[src/rtl/sra_pkg.sv]
// Shared constants and types for the streaming find-and-replace block.
package sra_pkg;

  localparam int SRA_MAX_PATTERN     = 8;
  localparam int SRA_MAX_REPLACEMENT = 8;
  localparam int SRA_QUEUE_DEPTH     = 2;
  localparam int SRA_CFG_DATA_W      = 64;
  localparam int SRA_CFG_INDEX_W     = 2;
  localparam int SRA_LEN_W           = 4;

  typedef enum logic [SRA_CFG_INDEX_W-1:0] {
    REG_PATTERN_BYTES     = 2'd0,
    REG_PATTERN_LEN       = 2'd1,
    REG_REPLACEMENT_BYTES = 2'd2,
    REG_REPLACEMENT_LEN   = 2'd3
  } reg_index_t;

  // Limit a length register to a maximum.
  function automatic logic [SRA_LEN_W-1:0] clamp_len(input logic [SRA_LEN_W-1:0] len,
                                                     input logic [SRA_LEN_W-1:0] lim);
    clamp_len = (len > lim) ? lim : len;
  endfunction

endpackage

[src/rtl/sra_front.sv]
// Front end: holds config and the match window, turns incoming items into output jobs.
module sra_front import sra_pkg::*; #(
  parameter int MAX_PATTERN     = SRA_MAX_PATTERN,
  parameter int MAX_REPLACEMENT = SRA_MAX_REPLACEMENT,
  parameter int JOB_BYTES       = SRA_MAX_PATTERN,
  parameter int COUNT_W         = 4
) (
  input  logic                       clk,
  input  logic                       rst,
  input  logic                       cfg_write,
  input  logic [SRA_CFG_INDEX_W-1:0] cfg_index,
  input  logic [SRA_CFG_DATA_W-1:0]  cfg_data,
  input  logic                       in_valid,
  output logic                       in_ready,
  input  logic [7:0]                 in_byte,
  input  logic                       in_last,
  input  logic                       q_full,
  output logic                       push,
  output logic [JOB_BYTES*8-1:0]     job_bytes,
  output logic [COUNT_W-1:0]         job_count,
  output logic                       job_last
);

  localparam int FILL_W = $clog2(MAX_PATTERN + 1);

  logic [SRA_CFG_DATA_W-1:0] pattern_bytes;
  logic [SRA_LEN_W-1:0]      pattern_len;
  logic [SRA_CFG_DATA_W-1:0] replacement_bytes;
  logic [SRA_LEN_W-1:0]      replacement_len;

  logic [MAX_PATTERN-1:0][7:0] window;
  logic [MAX_PATTERN-1:0][7:0] window_next;
  logic [MAX_PATTERN-1:0][7:0] win_app;
  logic [FILL_W-1:0]           fill;
  logic [FILL_W-1:0]           fill_next;
  logic [FILL_W-1:0]           fill_app;
  logic [SRA_LEN_W-1:0]        p_eff;
  logic [SRA_LEN_W-1:0]        r_eff;
  logic                        hit;
  logic                        full_win;
  logic                        accept;
  logic [JOB_BYTES-1:0][7:0]   job_b;
  logic [COUNT_W-1:0]          cnt;

  assign in_ready  = !q_full;
  assign accept    = in_valid && in_ready;
  assign p_eff     = clamp_len(pattern_len, SRA_LEN_W'(MAX_PATTERN));
  assign r_eff     = clamp_len(replacement_len, SRA_LEN_W'(MAX_REPLACEMENT));
  assign fill_app  = fill + FILL_W'(1);
  assign push      = accept && ((cnt != '0) || in_last);
  assign job_bytes = job_b;
  assign job_count = cnt;
  assign job_last  = in_last;

  // Append the new byte, compare against the pattern, build the job
  always_comb begin
    for (int i = 0; i < MAX_PATTERN; i++) begin
      win_app[i] = (FILL_W'(i) == fill) ? in_byte : window[i];
    end
    hit = 1'b1;
    for (int i = 0; i < MAX_PATTERN; i++) begin
      if ((SRA_LEN_W'(i) < p_eff) && (win_app[i] != pattern_bytes[8*i +: 8])) begin
        hit = 1'b0;
      end
    end
    full_win    = (SRA_LEN_W'(fill_app) == p_eff);
    job_b       = '0;
    cnt         = '0;
    window_next = window;
    fill_next   = fill;
    if (p_eff == '0) begin
      // pass-through
      job_b[0] = in_byte;
      cnt      = COUNT_W'(1);
    end else if (full_win && hit) begin
      // match: emit replacement, drop the whole window
      for (int i = 0; i < MAX_REPLACEMENT; i++) begin
        job_b[i] = replacement_bytes[8*i +: 8];
      end
      cnt       = COUNT_W'(r_eff);
      fill_next = '0;
    end else if (full_win) begin
      // no match: emit oldest byte, or flush all at end of string
      for (int i = 0; i < MAX_PATTERN; i++) begin
        job_b[i] = win_app[i];
      end
      for (int i = 0; i < MAX_PATTERN - 1; i++) begin
        window_next[i] = win_app[i+1];
      end
      if (in_last) begin
        cnt       = COUNT_W'(p_eff);
        fill_next = '0;
      end else begin
        cnt       = COUNT_W'(1);
        fill_next = FILL_W'(p_eff - SRA_LEN_W'(1));
      end
    end else begin
      // window not yet full: hold, or flush at end of string
      for (int i = 0; i < MAX_PATTERN; i++) begin
        job_b[i] = win_app[i];
      end
      window_next = win_app;
      if (in_last) begin
        cnt       = COUNT_W'(fill_app);
        fill_next = '0;
      end else begin
        fill_next = fill_app;
      end
    end
  end

  // Config registers and window fill
  always_ff @(posedge clk) begin
    if (rst) begin
      pattern_bytes     <= '0;
      pattern_len       <= '0;
      replacement_bytes <= '0;
      replacement_len   <= '0;
      fill              <= '0;
    end else begin
      if (accept) begin
        fill <= fill_next;
      end
      if (cfg_write) begin
        case (reg_index_t'(cfg_index))
          REG_PATTERN_BYTES: begin
            pattern_bytes <= cfg_data;
          end
          REG_PATTERN_LEN: begin
            pattern_len <= cfg_data[SRA_LEN_W-1:0];
            fill        <= '0;
          end
          REG_REPLACEMENT_BYTES: begin
            replacement_bytes <= cfg_data;
          end
          REG_REPLACEMENT_LEN: begin
            replacement_len <= cfg_data[SRA_LEN_W-1:0];
          end
          default: begin
          end
        endcase
      end
    end
  end

  // Window bytes, read only below fill
  always_ff @(posedge clk) begin
    if (accept) begin
      window <= window_next;
    end
  end

endmodule

[src/rtl/sra_queue.sv]
// Short job queue between the front and back ends.
module sra_queue import sra_pkg::*; #(
  parameter int WIDTH = 8,
  parameter int DEPTH = SRA_QUEUE_DEPTH
) (
  input  logic             clk,
  input  logic             rst,
  input  logic             push,
  input  logic [WIDTH-1:0] push_data,
  output logic             full,
  input  logic             pop,
  output logic             head_valid,
  output logic [WIDTH-1:0] head_data
);

  localparam int PTR_W = (DEPTH > 1) ? $clog2(DEPTH) : 1;
  localparam int CNT_W = $clog2(DEPTH + 1);

  logic [WIDTH-1:0] entries [DEPTH];
  logic [PTR_W-1:0] wr_ptr;
  logic [PTR_W-1:0] rd_ptr;
  logic [CNT_W-1:0] cnt;
  logic             do_push;
  logic             do_pop;

  assign full       = (cnt == CNT_W'(DEPTH));
  assign head_valid = (cnt != '0);
  assign head_data  = entries[rd_ptr];
  assign do_push    = push && !full;
  assign do_pop     = pop && head_valid;

  // Advance pointers and occupancy
  always_ff @(posedge clk) begin
    if (rst) begin
      wr_ptr <= '0;
      rd_ptr <= '0;
      cnt    <= '0;
    end else begin
      if (do_push) begin
        wr_ptr <= (wr_ptr == PTR_W'(DEPTH - 1)) ? '0 : wr_ptr + PTR_W'(1);
      end
      if (do_pop) begin
        rd_ptr <= (rd_ptr == PTR_W'(DEPTH - 1)) ? '0 : rd_ptr + PTR_W'(1);
      end
      if (do_push && !do_pop) begin
        cnt <= cnt + CNT_W'(1);
      end else if (do_pop && !do_push) begin
        cnt <= cnt - CNT_W'(1);
      end
    end
  end

  // Store pushed jobs
  always_ff @(posedge clk) begin
    if (do_push) begin
      entries[wr_ptr] <= push_data;
    end
  end

endmodule

[src/rtl/sra_back.sv]
// Back end: walks the head job one byte per cycle into the output register while the output is not stalled.
module sra_back import sra_pkg::*; #(
  parameter int JOB_BYTES = SRA_MAX_PATTERN,
  parameter int COUNT_W   = 4,
  parameter int IDX_W     = 3
) (
  input  logic                   clk,
  input  logic                   rst,
  input  logic                   head_valid,
  input  logic [JOB_BYTES*8-1:0] head_bytes,
  input  logic [COUNT_W-1:0]     head_count,
  input  logic                   head_last,
  output logic                   pop,
  output logic                   out_valid,
  input  logic                   out_ready,
  output logic [7:0]             out_byte,
  output logic                   byte_present,
  output logic                   run_end,
  output logic                   string_end
);

  logic [JOB_BYTES-1:0][7:0] bytes_arr;
  logic [IDX_W-1:0]          idx;
  logic [7:0]                sel_byte;
  logic                      has;
  logic                      is_end;
  logic                      load;

  assign bytes_arr = head_bytes;

  // Pick the current byte and see whether it closes the job
  always_comb begin
    sel_byte = bytes_arr[idx];
    has      = (head_count != '0);
    is_end   = !has || ((COUNT_W'(idx) + COUNT_W'(1)) == head_count);
    load     = head_valid && (!out_valid || out_ready);
    pop      = load && is_end;
  end

  // Output valid and byte index
  always_ff @(posedge clk) begin
    if (rst) begin
      out_valid <= 1'b0;
      idx       <= '0;
    end else begin
      if (load) begin
        out_valid <= 1'b1;
        idx       <= is_end ? '0 : idx + IDX_W'(1);
      end else if (out_ready) begin
        out_valid <= 1'b0;
      end
    end
  end

  // Output payload
  always_ff @(posedge clk) begin
    if (load) begin
      out_byte     <= has ? sel_byte : 8'h00;
      byte_present <= has;
      run_end      <= is_end;
      string_end   <= is_end && head_last;
    end
  end

endmodule

[src/rtl/substring_replace_all.sv]
// Top level of the streaming find-and-replace-all block.
//
//   channel | direction | handshake            | payload
//   --------+-----------+----------------------+--------------------------------------
//   in      | input     | in_valid / in_ready  | in_byte, in_last
//   out     | output    | out_valid / out_ready| out_byte, byte_present, run_end,
//           |           |                      | string_end
//   cfg     | input     | cfg_write            | cfg_index, cfg_data
//
// One item per cycle while each item yields at most one result; an item that
// yields several results (at most the larger of the two length limits) holds the
// output register while they go out one by one. The front end takes items into
// a two-job queue, so it keeps accepting while the output stalls until the queue
// is full. Reset is synchronous; the block is ready right after it.
module substring_replace_all import sra_pkg::*; #(
  parameter int MAX_PATTERN     = SRA_MAX_PATTERN,
  parameter int MAX_REPLACEMENT = SRA_MAX_REPLACEMENT
) (
  input  logic                       clk,
  input  logic                       rst,
  input  logic                       cfg_write,
  input  logic [SRA_CFG_INDEX_W-1:0] cfg_index,
  input  logic [SRA_CFG_DATA_W-1:0]  cfg_data,
  input  logic                       in_valid,
  output logic                       in_ready,
  input  logic [7:0]                 in_byte,
  input  logic                       in_last,
  output logic                       out_valid,
  input  logic                       out_ready,
  output logic [7:0]                 out_byte,
  output logic                       byte_present,
  output logic                       run_end,
  output logic                       string_end
);

  localparam int JOB_BYTES = (MAX_PATTERN > MAX_REPLACEMENT) ? MAX_PATTERN : MAX_REPLACEMENT;
  localparam int COUNT_W   = $clog2(JOB_BYTES + 1);
  localparam int IDX_W     = (JOB_BYTES > 1) ? $clog2(JOB_BYTES) : 1;
  localparam int JOB_W     = JOB_BYTES * 8 + COUNT_W + 1;

  logic                   q_full;
  logic                   push;
  logic [JOB_BYTES*8-1:0] job_bytes;
  logic [COUNT_W-1:0]     job_count;
  logic                   job_last;
  logic                   pop;
  logic                   head_valid;
  logic [JOB_W-1:0]       head_data;

  sra_front #(
    .MAX_PATTERN     (MAX_PATTERN),
    .MAX_REPLACEMENT (MAX_REPLACEMENT),
    .JOB_BYTES       (JOB_BYTES),
    .COUNT_W         (COUNT_W)
  ) u_front (
    .clk       (clk),
    .rst       (rst),
    .cfg_write (cfg_write),
    .cfg_index (cfg_index),
    .cfg_data  (cfg_data),
    .in_valid  (in_valid),
    .in_ready  (in_ready),
    .in_byte   (in_byte),
    .in_last   (in_last),
    .q_full    (q_full),
    .push      (push),
    .job_bytes (job_bytes),
    .job_count (job_count),
    .job_last  (job_last)
  );

  sra_queue #(
    .WIDTH (JOB_W),
    .DEPTH (SRA_QUEUE_DEPTH)
  ) u_queue (
    .clk        (clk),
    .rst        (rst),
    .push       (push),
    .push_data  ({job_last, job_count, job_bytes}),
    .full       (q_full),
    .pop        (pop),
    .head_valid (head_valid),
    .head_data  (head_data)
  );

  sra_back #(
    .JOB_BYTES (JOB_BYTES),
    .COUNT_W   (COUNT_W),
    .IDX_W     (IDX_W)
  ) u_back (
    .clk          (clk),
    .rst          (rst),
    .head_valid   (head_valid),
    .head_bytes   (head_data[JOB_BYTES*8-1:0]),
    .head_count   (head_data[JOB_BYTES*8 +: COUNT_W]),
    .head_last    (head_data[JOB_W-1]),
    .pop          (pop),
    .out_valid    (out_valid),
    .out_ready    (out_ready),
    .out_byte     (out_byte),
    .byte_present (byte_present),
    .run_end      (run_end),
    .string_end   (string_end)
  );

endmodule

[config.mk]
export PLATFORM = sky130hd
export DESIGN_NAME = substring_replace_all
export DESIGN_NICKNAME = d
export VERILOG_FILES = /design/src/rtl/sra_pkg.sv /design/src/rtl/sra_front.sv /design/src/rtl/sra_queue.sv /design/src/rtl/sra_back.sv /design/src/rtl/substring_replace_all.sv
export SDC_FILE = /design/constraint.sdc
export NUM_CORES = 1
export LEC_CHECK = 0
export BUFFER_PORTS_ARGS = -buffer_cell sky130_fd_sc_hd__buf_4
export CORE_MARGIN = 10
export CORE_UTILIZATION = 62
export CTS_BUF_LIST = sky130_fd_sc_hd__clkbuf_8
export DETAILED_ROUTE_END_ITERATION = 12
export PLACE_DENSITY = 0.88
export SLEW_MARGIN = 20
export SYNTH_ARGS = -nofsm -noshare
export SYNTH_HDL_FRONTEND = slang
export SYNTH_HIERARCHICAL = 1
export SYNTH_SLANG_ARGS = --single-unit
[constraint.sdc]
create_clock -name clk -period 15.4 [get_ports clk]
set_input_delay 1.54 -clock clk [delete_from_list [all_inputs] [get_ports clk]]
set_output_delay 1.54 -clock clk [all_outputs]
set_load 0.02 [all_outputs]
==> impl_metrics.json <==
{
  "crit_arrival_ns": 5.57,
  "first_global_vias": 13900,
  "core-area_mm2": 0.0286,
  "grt_pass1_wl_mm": 79.2,
  "setup_ws_ns": 10.15,
  "p_leak_nw": 7.69,
  "post-place-ws_ns": 9.80,
  "synth-seq-cells": 362,
  "met2_length_mm": 23.6,
  "finalNonFillerCells": 2275,
  "synth_top_area_share_pct": 35.6,
  "critical_path.max_stage_delay_ns": 0.67,
  "ios": 93,
  "postSynthAreaPerCell_um2": 10.0,
  "hp-class": "reg2reg",
  "cts_buffer_depth": 3,
  "final_max_slew_viol_count": 0,
  "die_h_um": 190,
  "hold_violations": 0,
  "critPathMaxFanout": 55,
  "period_needed_ns": 5.25,
  "cts_tree": "done",
  "cts_sinks": 362,
  "diodes": 0,
  "place_area_mm2": 0.0188,
  "die_w_um": 190,
  "postCtsHoldBufs": 0,
  "vias": 14400,
  "cts-root-buf": "clkbuf_8",
  "min_from": "u_front/replacement_bytes[43]",
  "start_kind": "register",
  "gp_congestion": 0.965,
  "num_rows": 62,
  "worstMarginPinSlew_ns": 1.12,
  "fin_crit_sh_pct": 34.1,
  "area_growth_pct": 10.7,
  "post_route_cells_drive_above_1_share_pct": 16.2,
  "antenna_found_initial": 0,
  "powerDensity_mw_per_mm2": 129,
  "drt-met1-wl_mm": 20.1,
  "r2r_cells": 13,
  "routed_wl_mm": 51.6,
  "place_hpwl_mm": 35.6,
  "crit_top_cell": "mux2i_1",
  "final_nets": 1934,
  "synth_commonest_cells": "nand2_1, edfxtp_1, nor2_1",
  "critPathKind": "reg2reg",
  "power_mw": 2.56,
  "drv_cap": 0,
  "insertion_delay_ns": 0.62,
  "yosysWarnings": 6,
  "cts_setup_buffers": 0,
  "outcome": "finished, final reports clean",
  "tns_ns": 0,
  "cts-resized-gates": 0,
  "reg2reg_from": "u_front/fill[0]",
  "drtPass1Iterations": 7,
  "synth_nets": 1885,
  "h-tree-depth": 2,
  "postSynth.asyncResetShare_pct": 0,
  "numCtsBuffers": 57,
  "drc": 0,
  "via_per_inst": 6.32,
  "r2r_setup_slack_ns": 10.15,
  "synth.most_common_cell": "nand2_1",
  "met3WireLength_mm": 5.68,
  "synth_cells": 1795,
  "ant_nets": 0,
  "ir_drop_mv": 0.0810,
  "drtIter0Drc": 2255,
  "io_buffers": 92,
  "critPathRequiredTime_ns": 15.72,
  "syn_area_mm2": 0.0180,
  "finalClockSkew_ns": 0.0356,
  "grt_usage_pct": 27.7,
  "hold-path-cell-count": 2,
  "start_util_pct": 62.8,
  "hold_end": "u_front/replacement_bytes[43]",
  "synth_edf_count": 213,
  "synth_area_leaders": "edfxtp_1, dfxtp_1, nand2_1, mux2i_1, mux2_2",
  "n_fill_cell": 2064,
  "cpMaxStageDelayCell": "nand4bb_4",
  "worst_setup_path_end_kind": "register",
  "ys_seq_area_share_pct": 52.2,
  "die_area_mm2": 0.0362,
  "fin_area_mm2": 0.0199,
  "rsz0062_at_grt": "no",
  "synth_top_area_cell": "edfxtp_1",
  "wire_per_inst_um": 22.7,
  "grt_max_degree": 79,
  "synthFlopType": "edfxtp_1",
  "setup_violations": 0,
  "ys_types": 76,
  "max-slew-margin-rel_pct": 24.9,
  "placed_cells": 2169,
  "max_freq_ghz": 0.191,
  "reg2reg_to": "u_queue/entries[0][20]",
  "top_layer_used": "met4",
  "clk_pin_slew_ns": 0.06,
  "grt-ovfl-total": 0,
  "worstPathCellList": "inv_1 > ha_1 > nand3b_1 > mux2i_1 > xnor2_1 > nor3_1 > a21oi_1 > o41ai_2 > a32oi_1 > nand4bb_4 > buf_4 > mux2i_1 > nor2_1"
}
[where the power goes]
| group | total, mW | internal [mW] | switching (mW) |
|---|---|---|---|
| logic | 0.520 | 0.211 | 0.310 |
| registers | 1.25 | 1.19 | 0.0589 |
| clock network | 0.798 | 0.422 | 0.375 |
| total | 2.56 | 1.82 | 0.744 |
[cell type report]
type / instances / area, µm² / area share (%)
clock inverter: 37 / 185 / 0.930
sequential: 362 / 9380 / 47.1
clock buffer: 69 / 950 / 4.77
timing repair buffer: 108 / 811 / 4.07
tap: 384 / 480 / 2.41
inverter: 76 / 285 / 1.43
multi-input combinational: 1239 / 7820 / 39.3
[stage by stage]
stage,utilization (%),hold WS (ns)
after CTS,69.6,0.452
after floorplan,-,0.431
after global placement,65.6,0.439
after detailed placement,65.6,0.444
after global routing,69.6,0.474
final,69.6,0.455
[layout by cell type (no fill, tap or decap), types with 4 or more instances in the layout]
cell / instances
nand2_1: 322
edfxtp_1: 213
nor2_1: 177
a21oi_1: 156
dfxtp_1: 148
buf_4: 108
inv_1: 99
mux2i_1: 93
o22ai_1: 75
mux2_2: 72
clkbuf_8: 69
nand2b_1: 36
o21ai_0: 31
xor2_1: 26
xnor2_1: 20
nand3_1: 17
and2_1: 17
a32oi_1: 14
and3_1: 12
ha_1: 10
nor3_1: 10
mux2_4: 10
mux4_2: 9
nor2b_1: 9
o211ai_1: 9
nand3b_1: 8
mux4_1: 7
nor4_1: 7
clkinv_2: 6
o221ai_1: 6
or2_2: 6
a22oi_1: 6
a221oi_1: 5
or3_1: 4
o2111ai_1: 4
a222oi_1: 4
[worst max-delay path by stage]
stage | startpoint | endpoint | slack, ns | depth (start not counted)
after floorplan | in_byte[4] | u_front/window[0] | 9.32 | 11
after global placement | in_byte[5] | u_queue/entries[1][2] | 9.86 | 15
after detailed placement | in_byte[5] | u_queue/entries[1][2] | 9.80 | 15
after CTS | u_front/fill[0] | u_queue/entries[1][16] | 10.28 | 16
after global routing | u_front/fill[0] | u_queue/entries[1][15] | 9.92 | 16
final | u_front/fill[0] | u_queue/entries[0][20] | 10.15 | 13
[flip-flops by register name (all words and copies together), names as in the netlist, 2 cells and up, named ones only]
register and flops:
u_back/idx 3, u_front/window 64, u_queue/entries 138, u_front/fill 4, u_front/replacement_bytes 64, u_front/replacement_len 4, u_queue/cnt 2, u_front/pattern_bytes 64
u_front/pattern_len 4, u_back/out_byte 8
[critical path, delay by kind of cell, from the launching register on]
family	cells	cell delay, ns
xor+xnor	1	0.11
fa+ha+maj	1	0.29
simple gates	4	1.88
mux	2	0.80
buf+inv	2	0.81
flops	1	0.47
compound gates	3	0.58
[logic make-up after synthesis]
group                      Yosys count  synth area share [%]
AOI/OAI and AO/OA                  341                  11.6
xor gates and xnor gates            46                  2.24
adders and majority gates           10                 0.696
buffers and inverters              194                  4.65
DFF                                362                  52.2
muxes                              191                  12.7
and+or+nand+nor                    651                  16.0
[routing by layer]
metal | vias to the layer above | track usage, %
met5 | - | 0
met4 | 0 | 12.7
met3 | 173 | 6.24
met2 | 906 | 43.3
met1 | 6830 | 36.2
li1 | 6460 | -
Note: power is estimated with default switching activity, not from simulation.
